## src/hw/rtl/assert_macros.svh

```systemverilog
// assertion helpers for the rtl
`ifndef ASSERT_MACROS_SVH
`define ASSERT_MACROS_SVH

// check on every rising edge outside reset
`define CSV_ASSERT(lbl, prop, msg) \
    lbl: assert property (@(posedge aclk) disable iff (!aresetn) prop) else $error(msg);

// check on every rising edge, reset included
`define CSV_ASSERT_ALWAYS(lbl, prop, msg) \
    lbl: assert property (@(posedge aclk) prop) else $error(msg);

`endif

```

## src/hw/rtl/csv_tok_pkg.sv

```systemverilog
package csv_tok_pkg;

    // payload widths
    localparam int BYTE_W    = 8;
    localparam int COUNT_W   = 8;
    localparam int LEN_OUT_W = 16;
    localparam int CFG_IDX_W = 3;

    // parameter defaults
    localparam int MAX_FIELDS_DEF  = 255;
    localparam int LENGTH_BITS_DEF = 16;

    // configuration register indexes
    localparam logic [CFG_IDX_W-1:0] CFG_DELIMITER  = 3'd0;
    localparam logic [CFG_IDX_W-1:0] CFG_QUOTE      = 3'd1;
    localparam logic [CFG_IDX_W-1:0] CFG_ESCAPE     = 3'd2;
    localparam logic [CFG_IDX_W-1:0] CFG_TERMINATOR = 3'd3;

    // configuration reset values
    localparam logic [BYTE_W-1:0] DELIMITER_RST  = 8'd44;  // comma
    localparam logic [BYTE_W-1:0] QUOTE_RST      = 8'd34;  // double quote
    localparam logic [BYTE_W-1:0] ESCAPE_RST     = 8'd92;  // backslash
    localparam logic [BYTE_W-1:0] TERMINATOR_RST = 8'd10;  // newline

    // parser mode
    typedef enum logic [1:0] {
        MODE_START,
        MODE_PLAIN,
        MODE_QUOTED,
        MODE_SKIP
    } mode_t;

endpackage

```

## src/hw/rtl/csv_field_tokenizer_core.sv

```systemverilog
// channel   | direction | ports                                  | handshake
// ----------+-----------+----------------------------------------+--------------------
// input     | in        | s_in_byte                              | s_valid / s_ready
// result    | out       | m_out_byte, m_is_content, m_field_done,| m_valid / m_ready
//           |           | m_record_end, m_field_number,          |
//           |           | m_field_length, m_column_count,        |
//           |           | m_bad_quote                            |
// config    | in        | cfg_index, cfg_data                    | cfg_wr_en
//
// one byte per cycle sustained while m_ready is high; a byte passes the input register
// then the result register; the rate is set by the update loop of the mode and the counters
// an input register and a result register each hold one item; stalls on m_ready
// back up through both to s_ready in the same cycle
// aresetn is synchronous, active low; it restores the default characters and clears state
`include "assert_macros.svh"

module csv_field_tokenizer_core #(
    parameter int MAX_FIELDS  = csv_tok_pkg::MAX_FIELDS_DEF,
    parameter int LENGTH_BITS = csv_tok_pkg::LENGTH_BITS_DEF
) (
    input  logic                                aclk,
    input  logic                                aresetn,
    // configuration
    input  logic                                cfg_wr_en,
    input  logic [csv_tok_pkg::CFG_IDX_W-1:0]   cfg_index,
    input  logic [csv_tok_pkg::BYTE_W-1:0]      cfg_data,
    // input bytes
    input  logic                                s_valid,
    output logic                                s_ready,
    input  logic [csv_tok_pkg::BYTE_W-1:0]      s_in_byte,
    // results
    output logic                                m_valid,
    input  logic                                m_ready,
    output logic [csv_tok_pkg::BYTE_W-1:0]      m_out_byte,
    output logic                                m_is_content,
    output logic                                m_field_done,
    output logic                                m_record_end,
    output logic [csv_tok_pkg::COUNT_W-1:0]     m_field_number,
    output logic [csv_tok_pkg::LEN_OUT_W-1:0]   m_field_length,
    output logic [csv_tok_pkg::COUNT_W-1:0]     m_column_count,
    output logic                                m_bad_quote
);

    localparam int LEN_W = (LENGTH_BITS < csv_tok_pkg::LEN_OUT_W) ?
                           LENGTH_BITS : csv_tok_pkg::LEN_OUT_W;
    localparam int FIELD_CAP_INT = (MAX_FIELDS < 255) ? MAX_FIELDS : 255;
    localparam logic [csv_tok_pkg::COUNT_W-1:0] FIELD_CAP =
        csv_tok_pkg::COUNT_W'(FIELD_CAP_INT);
    localparam logic [LEN_W-1:0] LEN_CAP = '1;

    // configuration registers
    logic [csv_tok_pkg::BYTE_W-1:0] delim_reg;
    logic [csv_tok_pkg::BYTE_W-1:0] quote_reg;
    logic [csv_tok_pkg::BYTE_W-1:0] escape_reg;
    logic [csv_tok_pkg::BYTE_W-1:0] term_reg;

    // input stage
    logic                           in_valid_reg, in_valid_next;
    logic [csv_tok_pkg::BYTE_W-1:0] in_byte_reg;

    // parser state
    csv_tok_pkg::mode_t              mode_reg, mode_next;
    logic                            last_esc_reg, last_esc_next;
    logic [csv_tok_pkg::COUNT_W-1:0] field_idx_reg, field_idx_next;
    logic [LEN_W-1:0]                content_len_reg, content_len_next;

    // result stage
    logic                            out_valid_reg, out_valid_next;
    logic [csv_tok_pkg::BYTE_W-1:0]  out_byte_reg;
    logic                            out_content_reg;
    logic                            out_fend_reg;
    logic                            out_rend_reg;
    logic [csv_tok_pkg::COUNT_W-1:0] out_fnum_reg;
    logic [LEN_W-1:0]                out_flen_reg;
    logic [csv_tok_pkg::COUNT_W-1:0] out_cols_reg;
    logic                            out_bad_reg;

    // combinational results
    logic                            res_content;
    logic                            res_fend;
    logic                            res_rend;
    logic [LEN_W-1:0]                res_flen;
    logic [csv_tok_pkg::COUNT_W-1:0] res_cols;
    logic                            res_bad;
    logic [csv_tok_pkg::COUNT_W-1:0] field_inc;
    logic [LEN_W-1:0]                len_inc;

    logic out_load;
    logic stage_xfer;
    logic s_accept;

    // handshake
    assign out_load   = !out_valid_reg || m_ready;
    assign stage_xfer = in_valid_reg && out_load;
    assign s_ready    = !in_valid_reg || out_load;
    assign s_accept   = s_valid && s_ready;

    // configuration writes, indexes past the list are dropped
    always_ff @(posedge aclk) begin
        if (!aresetn) begin
            delim_reg  <= csv_tok_pkg::DELIMITER_RST;
            quote_reg  <= csv_tok_pkg::QUOTE_RST;
            escape_reg <= csv_tok_pkg::ESCAPE_RST;
            term_reg   <= csv_tok_pkg::TERMINATOR_RST;
        end else if (cfg_wr_en) begin
            unique case (cfg_index)
                csv_tok_pkg::CFG_DELIMITER:  delim_reg  <= cfg_data;
                csv_tok_pkg::CFG_QUOTE:      quote_reg  <= cfg_data;
                csv_tok_pkg::CFG_ESCAPE:     escape_reg <= cfg_data;
                csv_tok_pkg::CFG_TERMINATOR: term_reg   <= cfg_data;
                default: ;
            endcase
        end
    end

    // input register
    always_comb begin
        in_valid_next = in_valid_reg;
        if (s_accept) begin
            in_valid_next = 1'b1;
        end else if (stage_xfer) begin
            in_valid_next = 1'b0;
        end
    end

    always_ff @(posedge aclk) begin
        if (!aresetn) begin
            in_valid_reg <= 1'b0;
        end else begin
            in_valid_reg <= in_valid_next;
        end
    end

    always_ff @(posedge aclk) begin
        if (s_accept) begin
            in_byte_reg <= s_in_byte;
        end
    end

    // saturating increments
    assign field_inc = (field_idx_reg < FIELD_CAP) ? field_idx_reg + 1'b1 : FIELD_CAP;
    assign len_inc   = (content_len_reg == LEN_CAP) ? LEN_CAP : content_len_reg + 1'b1;

    // parser: terminator wins in every mode, then per-mode handling
    always_comb begin
        mode_next        = mode_reg;
        field_idx_next   = field_idx_reg;
        content_len_next = content_len_reg;
        last_esc_next    = (in_byte_reg == escape_reg);
        res_content      = 1'b0;
        res_fend         = 1'b0;
        res_rend         = 1'b0;
        res_flen         = '0;
        res_cols         = '0;
        res_bad          = 1'b0;

        if (in_byte_reg == term_reg) begin
            res_rend = 1'b1;
            if (mode_reg == csv_tok_pkg::MODE_PLAIN || mode_reg == csv_tok_pkg::MODE_QUOTED) begin
                res_fend = 1'b1;
                res_flen = content_len_reg;
                res_cols = field_inc;
                res_bad  = (mode_reg == csv_tok_pkg::MODE_QUOTED);
            end else begin
                // trailing delimiter, empty line or closed quoted field: no extra column
                res_cols = field_idx_reg;
            end
            mode_next        = csv_tok_pkg::MODE_START;
            field_idx_next   = '0;
            content_len_next = '0;
        end else begin
            unique case (mode_reg)
                csv_tok_pkg::MODE_START: begin
                    content_len_next = '0;
                    if (in_byte_reg == quote_reg) begin
                        mode_next = csv_tok_pkg::MODE_QUOTED;
                    end else if (in_byte_reg == delim_reg) begin
                        res_fend       = 1'b1;
                        field_idx_next = field_inc;
                    end else begin
                        res_content      = 1'b1;
                        content_len_next = LEN_W'(1);
                        res_flen         = LEN_W'(1);
                        mode_next        = csv_tok_pkg::MODE_PLAIN;
                    end
                end
                csv_tok_pkg::MODE_PLAIN: begin
                    if (in_byte_reg == delim_reg) begin
                        res_fend         = 1'b1;
                        res_flen         = content_len_reg;
                        field_idx_next   = field_inc;
                        content_len_next = '0;
                        mode_next        = csv_tok_pkg::MODE_START;
                    end else begin
                        res_content      = 1'b1;
                        content_len_next = len_inc;
                        res_flen         = len_inc;
                    end
                end
                csv_tok_pkg::MODE_QUOTED: begin
                    // closing quote only when the raw previous byte was not the escape
                    if (in_byte_reg == quote_reg && !last_esc_reg) begin
                        res_fend         = 1'b1;
                        res_flen         = content_len_reg;
                        field_idx_next   = field_inc;
                        content_len_next = '0;
                        mode_next        = csv_tok_pkg::MODE_SKIP;
                    end else begin
                        res_content      = 1'b1;
                        content_len_next = len_inc;
                        res_flen         = len_inc;
                    end
                end
                default: begin
                    // byte after a closing quote is dropped
                    mode_next        = csv_tok_pkg::MODE_START;
                    content_len_next = '0;
                end
            endcase
        end
    end

    // parser state advances as an item moves into the result register
    always_ff @(posedge aclk) begin
        if (!aresetn) begin
            mode_reg        <= csv_tok_pkg::MODE_START;
            last_esc_reg    <= 1'b0;
            field_idx_reg   <= '0;
            content_len_reg <= '0;
        end else if (stage_xfer) begin
            mode_reg        <= mode_next;
            last_esc_reg    <= last_esc_next;
            field_idx_reg   <= field_idx_next;
            content_len_reg <= content_len_next;
        end
    end

    // result register
    always_comb begin
        out_valid_next = out_valid_reg;
        if (stage_xfer) begin
            out_valid_next = 1'b1;
        end else if (m_ready) begin
            out_valid_next = 1'b0;
        end
    end

    always_ff @(posedge aclk) begin
        if (!aresetn) begin
            out_valid_reg <= 1'b0;
        end else begin
            out_valid_reg <= out_valid_next;
        end
    end

    always_ff @(posedge aclk) begin
        if (stage_xfer) begin
            out_byte_reg    <= in_byte_reg;
            out_content_reg <= res_content;
            out_fend_reg    <= res_fend;
            out_rend_reg    <= res_rend;
            out_fnum_reg    <= field_idx_reg;
            out_flen_reg    <= res_flen;
            out_cols_reg    <= res_cols;
            out_bad_reg     <= res_bad;
        end
    end

    // outputs
    assign m_valid        = out_valid_reg;
    assign m_out_byte     = out_byte_reg;
    assign m_is_content   = out_content_reg;
    assign m_field_done   = out_fend_reg;
    assign m_record_end   = out_rend_reg;
    assign m_field_number = out_fnum_reg;
    assign m_field_length = csv_tok_pkg::LEN_OUT_W'(out_flen_reg);
    assign m_column_count = out_cols_reg;
    assign m_bad_quote    = out_bad_reg;

    // checks
    `CSV_ASSERT(a_bad_quote_ends, out_valid_reg && out_bad_reg |-> out_rend_reg && out_fend_reg, "bad quote without field and record end")
    `CSV_ASSERT(a_content_not_end, out_valid_reg && out_content_reg |-> !out_fend_reg && !out_rend_reg, "content byte also marked as an end")
    `CSV_ASSERT(a_record_restart, stage_xfer && res_rend |=> mode_reg == csv_tok_pkg::MODE_START && field_idx_reg == '0 && content_len_reg == '0, "parser not restarted after record end")
    `CSV_ASSERT(a_cols_only_at_end, out_valid_reg && !out_rend_reg |-> out_cols_reg == '0, "column count outside record end")

endmodule
```

## config.mk

```make
export PLATFORM = sky130hd
export DESIGN_NAME = csv_field_tokenizer_core
export DESIGN_NICKNAME = d
export VERILOG_FILES = /design/src/hw/rtl/csv_tok_pkg.sv /design/src/hw/rtl/csv_field_tokenizer_core.sv
export VERILOG_INCLUDE_DIRS = /design/src /design/src/hw/rtl
export SDC_FILE = /design/constraint.sdc
export NUM_CORES = 1
export LEC_CHECK = 0
export BUFFER_PORTS_ARGS = -buffer_cell sky130_fd_sc_hd__buf_4
export CORE_ASPECT_RATIO = 0.7
export CORE_MARGIN = 10
export CORE_UTILIZATION = 62
export CTS_CLUSTER_SIZE = 28
export DETAILED_ROUTE_END_ITERATION = 6
export PLACE_DENSITY = 0.88
export SETUP_SLACK_MARGIN = 0.5
export SLEW_MARGIN = 25
export SYNTH_ARGS = -nofsm -noshare
export SYNTH_HDL_FRONTEND = slang
export SYNTH_SLANG_ARGS = --single-unit
```

## constraint.sdc

```tcl
create_clock -name aclk -period 5.6 [get_ports aclk]
set_input_delay 0.56 -clock aclk [delete_from_list [all_inputs] [get_ports aclk]]
set_output_delay 0.56 -clock aclk [all_outputs]
set_load 0.01 [all_outputs]
```

==> metrics.yaml, run 1 <==
power:
  peakVddDrop_mv: 0.2345
  power.leakage_nw: 2.468
  p_per_area_nw_per_um2: 346.4
global_routing:
  track_usage: 0.2256
  grt_max_degree: 52
  grtUsageMet2: 0.3583
  grt_antenna_before_repair: 0
  grt_pass1_vias: 4308
  gr-usage-met3: 0.09521
  met1_usage: 0.2645
  grt_pass1_wl_um: 21860
  grt-ovfl-total: 0
  grt_busiest_layer: "met2"
place:
  portBuffers: 69
  dp_hpwl_um: 9079
  globalplace.congestion: 0.9179
logic_synthesis:
  async_flop_share: 0
  ys_seq_area_frac: 0.5373
  synthCells: 529
  syn_area_sq_um: 5179
  yosysWarningCount: 0
  avgSynthCellArea_sq_um: 9.790
  synth_cell_types: 53
  synth_edf_count: 52
  ys_ff_latch: 113
  synthesis.nets: 559
  synth_flop_cell: "dfxtp_1"
run_status:
  status: "complete, no violations"
floorplanning:
  die_h_um: 96.47
  dieArea_sq_um: 12470
  io_pins: 70
  core.rowCount: 27
  die_w_um: 129.2
  start_util: 0.6468
  core_sq_um: 8006
timing:
  setup_violations: 0
  slew_headroom: 0.4026
  drv_slew: 0
  min_period_ns: 3.118
  fin_crit_sh: 0.5568
  fin_hold_ws_ns: 0.3164
  tightestPinTransition_ns: 0.8893
  setup_tns_ns: 0
  rsz0062_at_grt: "no"
  skew_ns: 0.005187
  max_freq_mhz: 320.7
  hold_violations: 0
cts:
  cts_tree: "yes"
  cts_buffers: 17
  clkTransAtPathRegs_ns: 0.05
  cts_buffer_depth: 2
  ctsHoldBuffers: 0
  h-tree-depth: 4
  clkSinkCount: 113
  post_cts_buffers: 0
  cts_resized: 0
  cts-root-buf: "clkbuf_16"
  clock_latency_ns: 0.42
setup_path:
  slowest_stage: "clkinv_2"
  cp_data_arrival_time_ns: 3.40
  cp-start-kind: "flip-flop"
  end_kind: "flip-flop"
  cp_max_fo: 51
  path_cells: "nor2b_1 -> nand2b_1 -> clkinv_2 -> nand4b_1 -> o22ai_1 -> a21oi_1 -> a311oi_1"
  critPathMaxStageDelay_ns: 0.90
  path_buf_inv: 1
  crit_family: "simple AND/OR/NAND/NOR gates"
  crit_type: "reg -> reg"
  required_ns: 5.88
final_layout:
  antenna_cells: 0
  syn_to_final_growth_pct: 23.07
  drive_gt1_frac: 0.1738
  final_common_cell: "nand2_1"
  nets: 627
  mostFrequentLayoutCells: "100 x nand2_1, 70 x buf_4, 61 x dfxtp_1"
hold_path:
  hold_class: "in -> reg"
detailed_routing:
  ant_nets: 0
  dr.pass1.iters: 6
  avgViaCountPerCell: 6.422
  drc: 0
  detail_route.wl_per_cell_um: 19.97
  drt_iter0_markers: 566
  vias: 4566
  routed_wl_um: 14200
flow_run:
  drv_cap: 0
-- Yosys cell counts (2+ instances only) --
| cell type | n | share of area |
|---|---|---|
| a211oi_1 | 4 | 0.0058 |
| a21o_1 | 2 | 0.0029 |
| a21oi_1 | 38 | 0.037 |
| a221o_1 | 8 | 0.015 |
| a22o_1 | 14 | 0.024 |
| a22oi_1 | 5 | 0.0072 |
| a311oi_1 | 6 | 0.010 |
| a31o_2 | 2 | 0.0034 |
| a31oi_1 | 2 | 0.0024 |
| and2_1 | 6 | 0.0072 |
| and3_1 | 11 | 0.013 |
| buf_2 | 3 | 0.0029 |
| clkbuf_1 | 17 | 0.012 |
| clkinv_1 | 2 | 0.0015 |
| dfxtp_1 | 61 | 0.24 |
| edfxtp_1 | 52 | 0.30 |
| ha_1 | 6 | 0.014 |
| inv_1 | 15 | 0.011 |
| mux2i_1 | 4 | 0.0077 |
| nand2_1 | 100 | 0.072 |
| nand2b_1 | 5 | 0.0060 |
| nand3_1 | 27 | 0.026 |
| nand4_1 | 5 | 0.0060 |
| nor2_1 | 26 | 0.019 |
| nor2b_1 | 3 | 0.0036 |
| nor3_1 | 7 | 0.0068 |
| nor4_1 | 9 | 0.011 |
| o21a_1 | 4 | 0.0058 |
| o21ai_0 | 20 | 0.019 |
| o2bb2ai_1 | 3 | 0.0051 |
| o31a_1 | 2 | 0.0034 |
| o32ai_1 | 3 | 0.0051 |
| or3_1 | 4 | 0.0048 |
| or4_1 | 2 | 0.0029 |
| xnor2_1 | 7 | 0.012 |
| xor2_1 | 27 | 0.046 |
-- worst reg2reg max path, stage by stage, from the launching register on --
cell	delay, ns
dfxtp_1	0.32
nor2b_1	0.23
nand2b_1	0.61
clkinv_2	0.91
nand4b_1	0.39
o22ai_1	0.22
a21oi_1	0.23
a311oi_1	0.07
-- layer usage --
| metal | routed length [um] | part of all wire |
|---|---|---|
| met5 | 0 | 0 |
| met4 | 350 | 0.025 |
| met3 | 1794 | 0.13 |
| met2 | 6570 | 0.46 |
| met1 | 5482 | 0.39 |
-- metrics by stage --
stage / worst slack, ns / power (mW) / cell area [sq um] / utilization / instances
2_1_floorplan: 2.575 / 0.9996 / 5179 / - / 529
3_3_place_gp: 2.581 / 1.058 / 5748 / 0.7179 / 679
3_5_place_dp: 2.429 / 1.064 / 5748 / 0.7179 / 679
4_1_cts: 2.642 / 2.210 / 6372 / 0.7959 / 711
5_1_grt: 2.296 / 2.258 / 6374 / 0.7961 / 711
6_report: 2.482 / 2.208 / 6374 / 0.7961 / 711
-- area by class of cell --
cell class              instances  area (sq um)
well taps                     101         126.4
clock inverters                13         191.4
multi-input cells             378          2250
repair buffers                 70         525.5
fillers                       478          1633
inverters                      17         65.06
clock buffers                  19         432.9
flip-flops and latches        113          2783
-- power by group --
| part | switching, mW | internal, mW |
|---|---|---|
| Clock | 0.374 | 0.781 |
| Sequential | 0.0209 | 0.891 |
| Combinational | 0.0853 | 0.0557 |
| Total | 0.480 | 1.73 |
-- kinds of logic (layout without fill, tap and decap cells) --
kind of cell             count (synthesis)  count (layout)  synth area share
AND/OR/NAND/NOR                        211             211            0.1894
adder cells (fa/ha/maj)                  6               6           0.01450
AO/OA/AOI/OAI                          123             123            0.1653
flip-flops                             113             113            0.5373
XOR/XNOR                                34              34           0.05750
multiplexers                             4               4          0.007732
buffers and inverters                   38             119           0.02827
-- final timing paths --
check,startpoint,to,slack (ns),cells past startpoint
worst max register to register,m_valid,field_idx_reg[2],2.48,7
worst min register to register,quote_reg[4],quote_reg[4],0.47,2
worst min-delay path,s_in_byte[3],in_byte_reg[3],0.32,1
worst max-delay path,m_valid,field_idx_reg[2],2.48,7
Power figures use the tool's default switching activity.
==> run 2, diff against run 1 <==
Settings changed: CORE_UTILIZATION 62 to 52, PLACE_DENSITY 0.88 to 0.79.
Clock period 5.6 ns to 2.7 ns, I/O delays scaled along.
==> run 2 against run 1 <==
  * Die area increased by 16%
  * Clock skew rose by 0.0043 ns
  * Sequential power is 110% higher
  * Setup slack lost 2.3 ns
  * Utilization shrank 5.7 points
  * Non-clock buffer count grew 55
  * Maximum frequency grew 24%
  * Final area increased by 13%
  * Cell count rose by 12%
==> metrics.yaml, run 2 (synthesis results as in run 1) <==
run_status:
  status: "complete, no violations"
floorplanning:
  start_util: 0.5327  # -0.1141
  io_pins: 70  # unchanged
  die_h_um: 103.5  # +7.3%
  dieArea_sq_um: 14410  # +16%
  core.rowCount: 30  # +11%
  core_sq_um: 9722  # +21%
  die_w_um: 139.3  # +7.8%
global_routing:
  grt_pass1_wl_um: 24050  # +10%
  gr-usage-met3: 0.07436  # -0.02085
  grt_antenna_before_repair: 0  # unchanged
  met1_usage: 0.2460  # -0.01850
  grt_busiest_layer: "met2"
  grtUsageMet2: 0.3421  # -0.01619
  track_usage: 0.2082  # -0.01748
  grt_pass1_vias: 4739  # +10%
  grt_max_degree: 37  # -29%
  grt-ovfl-total: 0  # unchanged
hold_path:
  hold_class: "in -> reg"
detailed_routing:
  drc: 0  # unchanged
  avgViaCountPerCell: 6.406  # -0.25%
  dr.pass1.iters: 6  # unchanged
  ant_nets: 0  # unchanged
  vias: 5099  # +12%
  routed_wl_um: 17280  # +22%
  drt_iter0_markers: 557  # -1.6%
  detail_route.wl_per_cell_um: 21.71  # +8.7%
power:
  peakVddDrop_mv: 0.8136  # +250%
  power.leakage_nw: 2.794  # +13%
  p_per_area_nw_per_um2: 629.1  # +82%
cts:
  cts_tree: "yes"
  cts_buffer_depth: 2  # unchanged
  h-tree-depth: 4  # unchanged
  clkSinkCount: 113  # unchanged
  ctsHoldBuffers: 0  # unchanged
  cts_buffers: 17  # unchanged
  cts-root-buf: "clkbuf_16"
  clock_latency_ns: 0.42  # about the same
  clkTransAtPathRegs_ns: 0.05  # about the same
timing:
  fin_crit_sh: 0.9332  # +0.3764
  tightestPinTransition_ns: 0.5869  # -0.3024 ns
  rsz0062_at_grt: "yes"
  setup_tns_ns: 0  # unchanged
  drv_slew: 0  # unchanged
  setup_violations: 0  # unchanged
  skew_ns: 0.009493  # +0.004307 ns
  max_freq_mhz: 396.9  # +24%
  min_period_ns: 2.520  # -0.5984 ns
  slew_headroom: 0.6051  # +0.2026
  hold_violations: 0  # unchanged
place:
  globalplace.congestion: 0.9097  # -0.89%
  portBuffers: 69  # unchanged
  dp_cells: 719  # +5.9%
  dp_hpwl_um: 9621  # +6.0%
  place_area_sq_um: 5902  # +2.7%
final_layout:
  fin_util: 0.7394  # -0.05668
  drive_gt1_frac: 0.3069  # +0.1331
  final_common_cell: "buf_4"
  syn_to_final_growth_pct: 38.80
  mostFrequentLayoutCells: "116 x buf_4, 97 x nand2_1, 61 x dfxtp_1"
  nets: 685  # +9.3%
  fin_area_sq_um: 7188  # +13%
  antenna_cells: 0  # unchanged
  fin_cells: 796  # +12%
setup_path:
  required_ns: 2.86  # -3.02 ns
  cp-start-kind: "flip-flop"
  slowest_stage: "o41a_1"
  cp_data_arrival_time_ns: 2.68  # -0.72 ns
  cp_max_fo: 7  # -86%
  end_kind: "flip-flop"
  crit_type: "reg -> reg"
  critPathMaxStageDelay_ns: 0.55  # -0.35 ns
  crit_family: "compound AO/OA/AOI/OAI gates"
  path_cells: "xnor2_2 -> nand2_2 -> o41a_1 -> o21a_4 -> a221o_1 -> a22o_1"
  path_buf_inv: 0  # -1
flow_run:
  drv_cap: 0  # unchanged
-- run 2: cell types whose count changed in the layout (fill, tap and decap cells not counted), moves of 4 or more --
cell     before  now
a21oi_2       0    5
a21oi_1      38   32
a22oi_1       5    1
nor4_1        9    3
buf_4        70  116
a22oi_2       0    4
buf_6         0    6
-- run 2: final timing paths --
check / startpoint / endpoint / slack [ns] / cells after the start
worst max-delay path: in_byte_reg[7] / m_field_length[2] / 0.18 / 6
worst min-delay path: s_in_byte[0] / in_byte_reg[0] / 0.03 / 1
worst max register to register: in_byte_reg[7] / m_field_length[2] / 0.18 / 6
worst min register to register: delim_reg[7] / delim_reg[7] / 0.48 / 2
-- run 2: where the power goes --
group	switching (mW)	internal, mW	total, mW
Sequential	0.0366	1.85	1.88
Combinational	0.245	0.180	0.425
Clock	0.784	1.43	2.21
Total	1.07	3.46	4.52
-- run 2: what timing repair did --
action / CTS / global route
cloned: 1 / 2
setup buffers: 21 / 21
setup endpoints to repair: 38 / 44
pin swaps: 24 / 16
resized for setup: 38 / 26
-- run 2: layer usage --
metal	wire (um)	vias to the layer above
li1	-	2200
met1	6362	2388
met2	8017	414
met3	2035	97
met4	868	0
met5	0	-
-- run 2: layout make-up --
type                            count  area (sq um)
Sequential cell                   113          2783
Multi-Input combinational cell    381          2601
Fill cell                         570          2534
Timing Repair Buffer              125         998.5
Clock buffer                       19         432.9
Tap cell                          128         160.2
Clock inverter                     13         143.9
Inverter                           17         68.82
-- run 2: per-stage QoR --
stage | setup slack [ns] | power (mW) | hold WS, ns
after detailed placement | 0.1307 | 2.221 | 0.4507
after global routing | 0.08818 | 4.642 | 0.02252
final | 0.1803 | 4.522 | 0.03012
after floorplan | 0.4083 | 2.080 | 0.3689
after global placement | 0.1913 | 2.210 | 0.4490
after CTS | 0.3458 | 4.423 | 0.02563
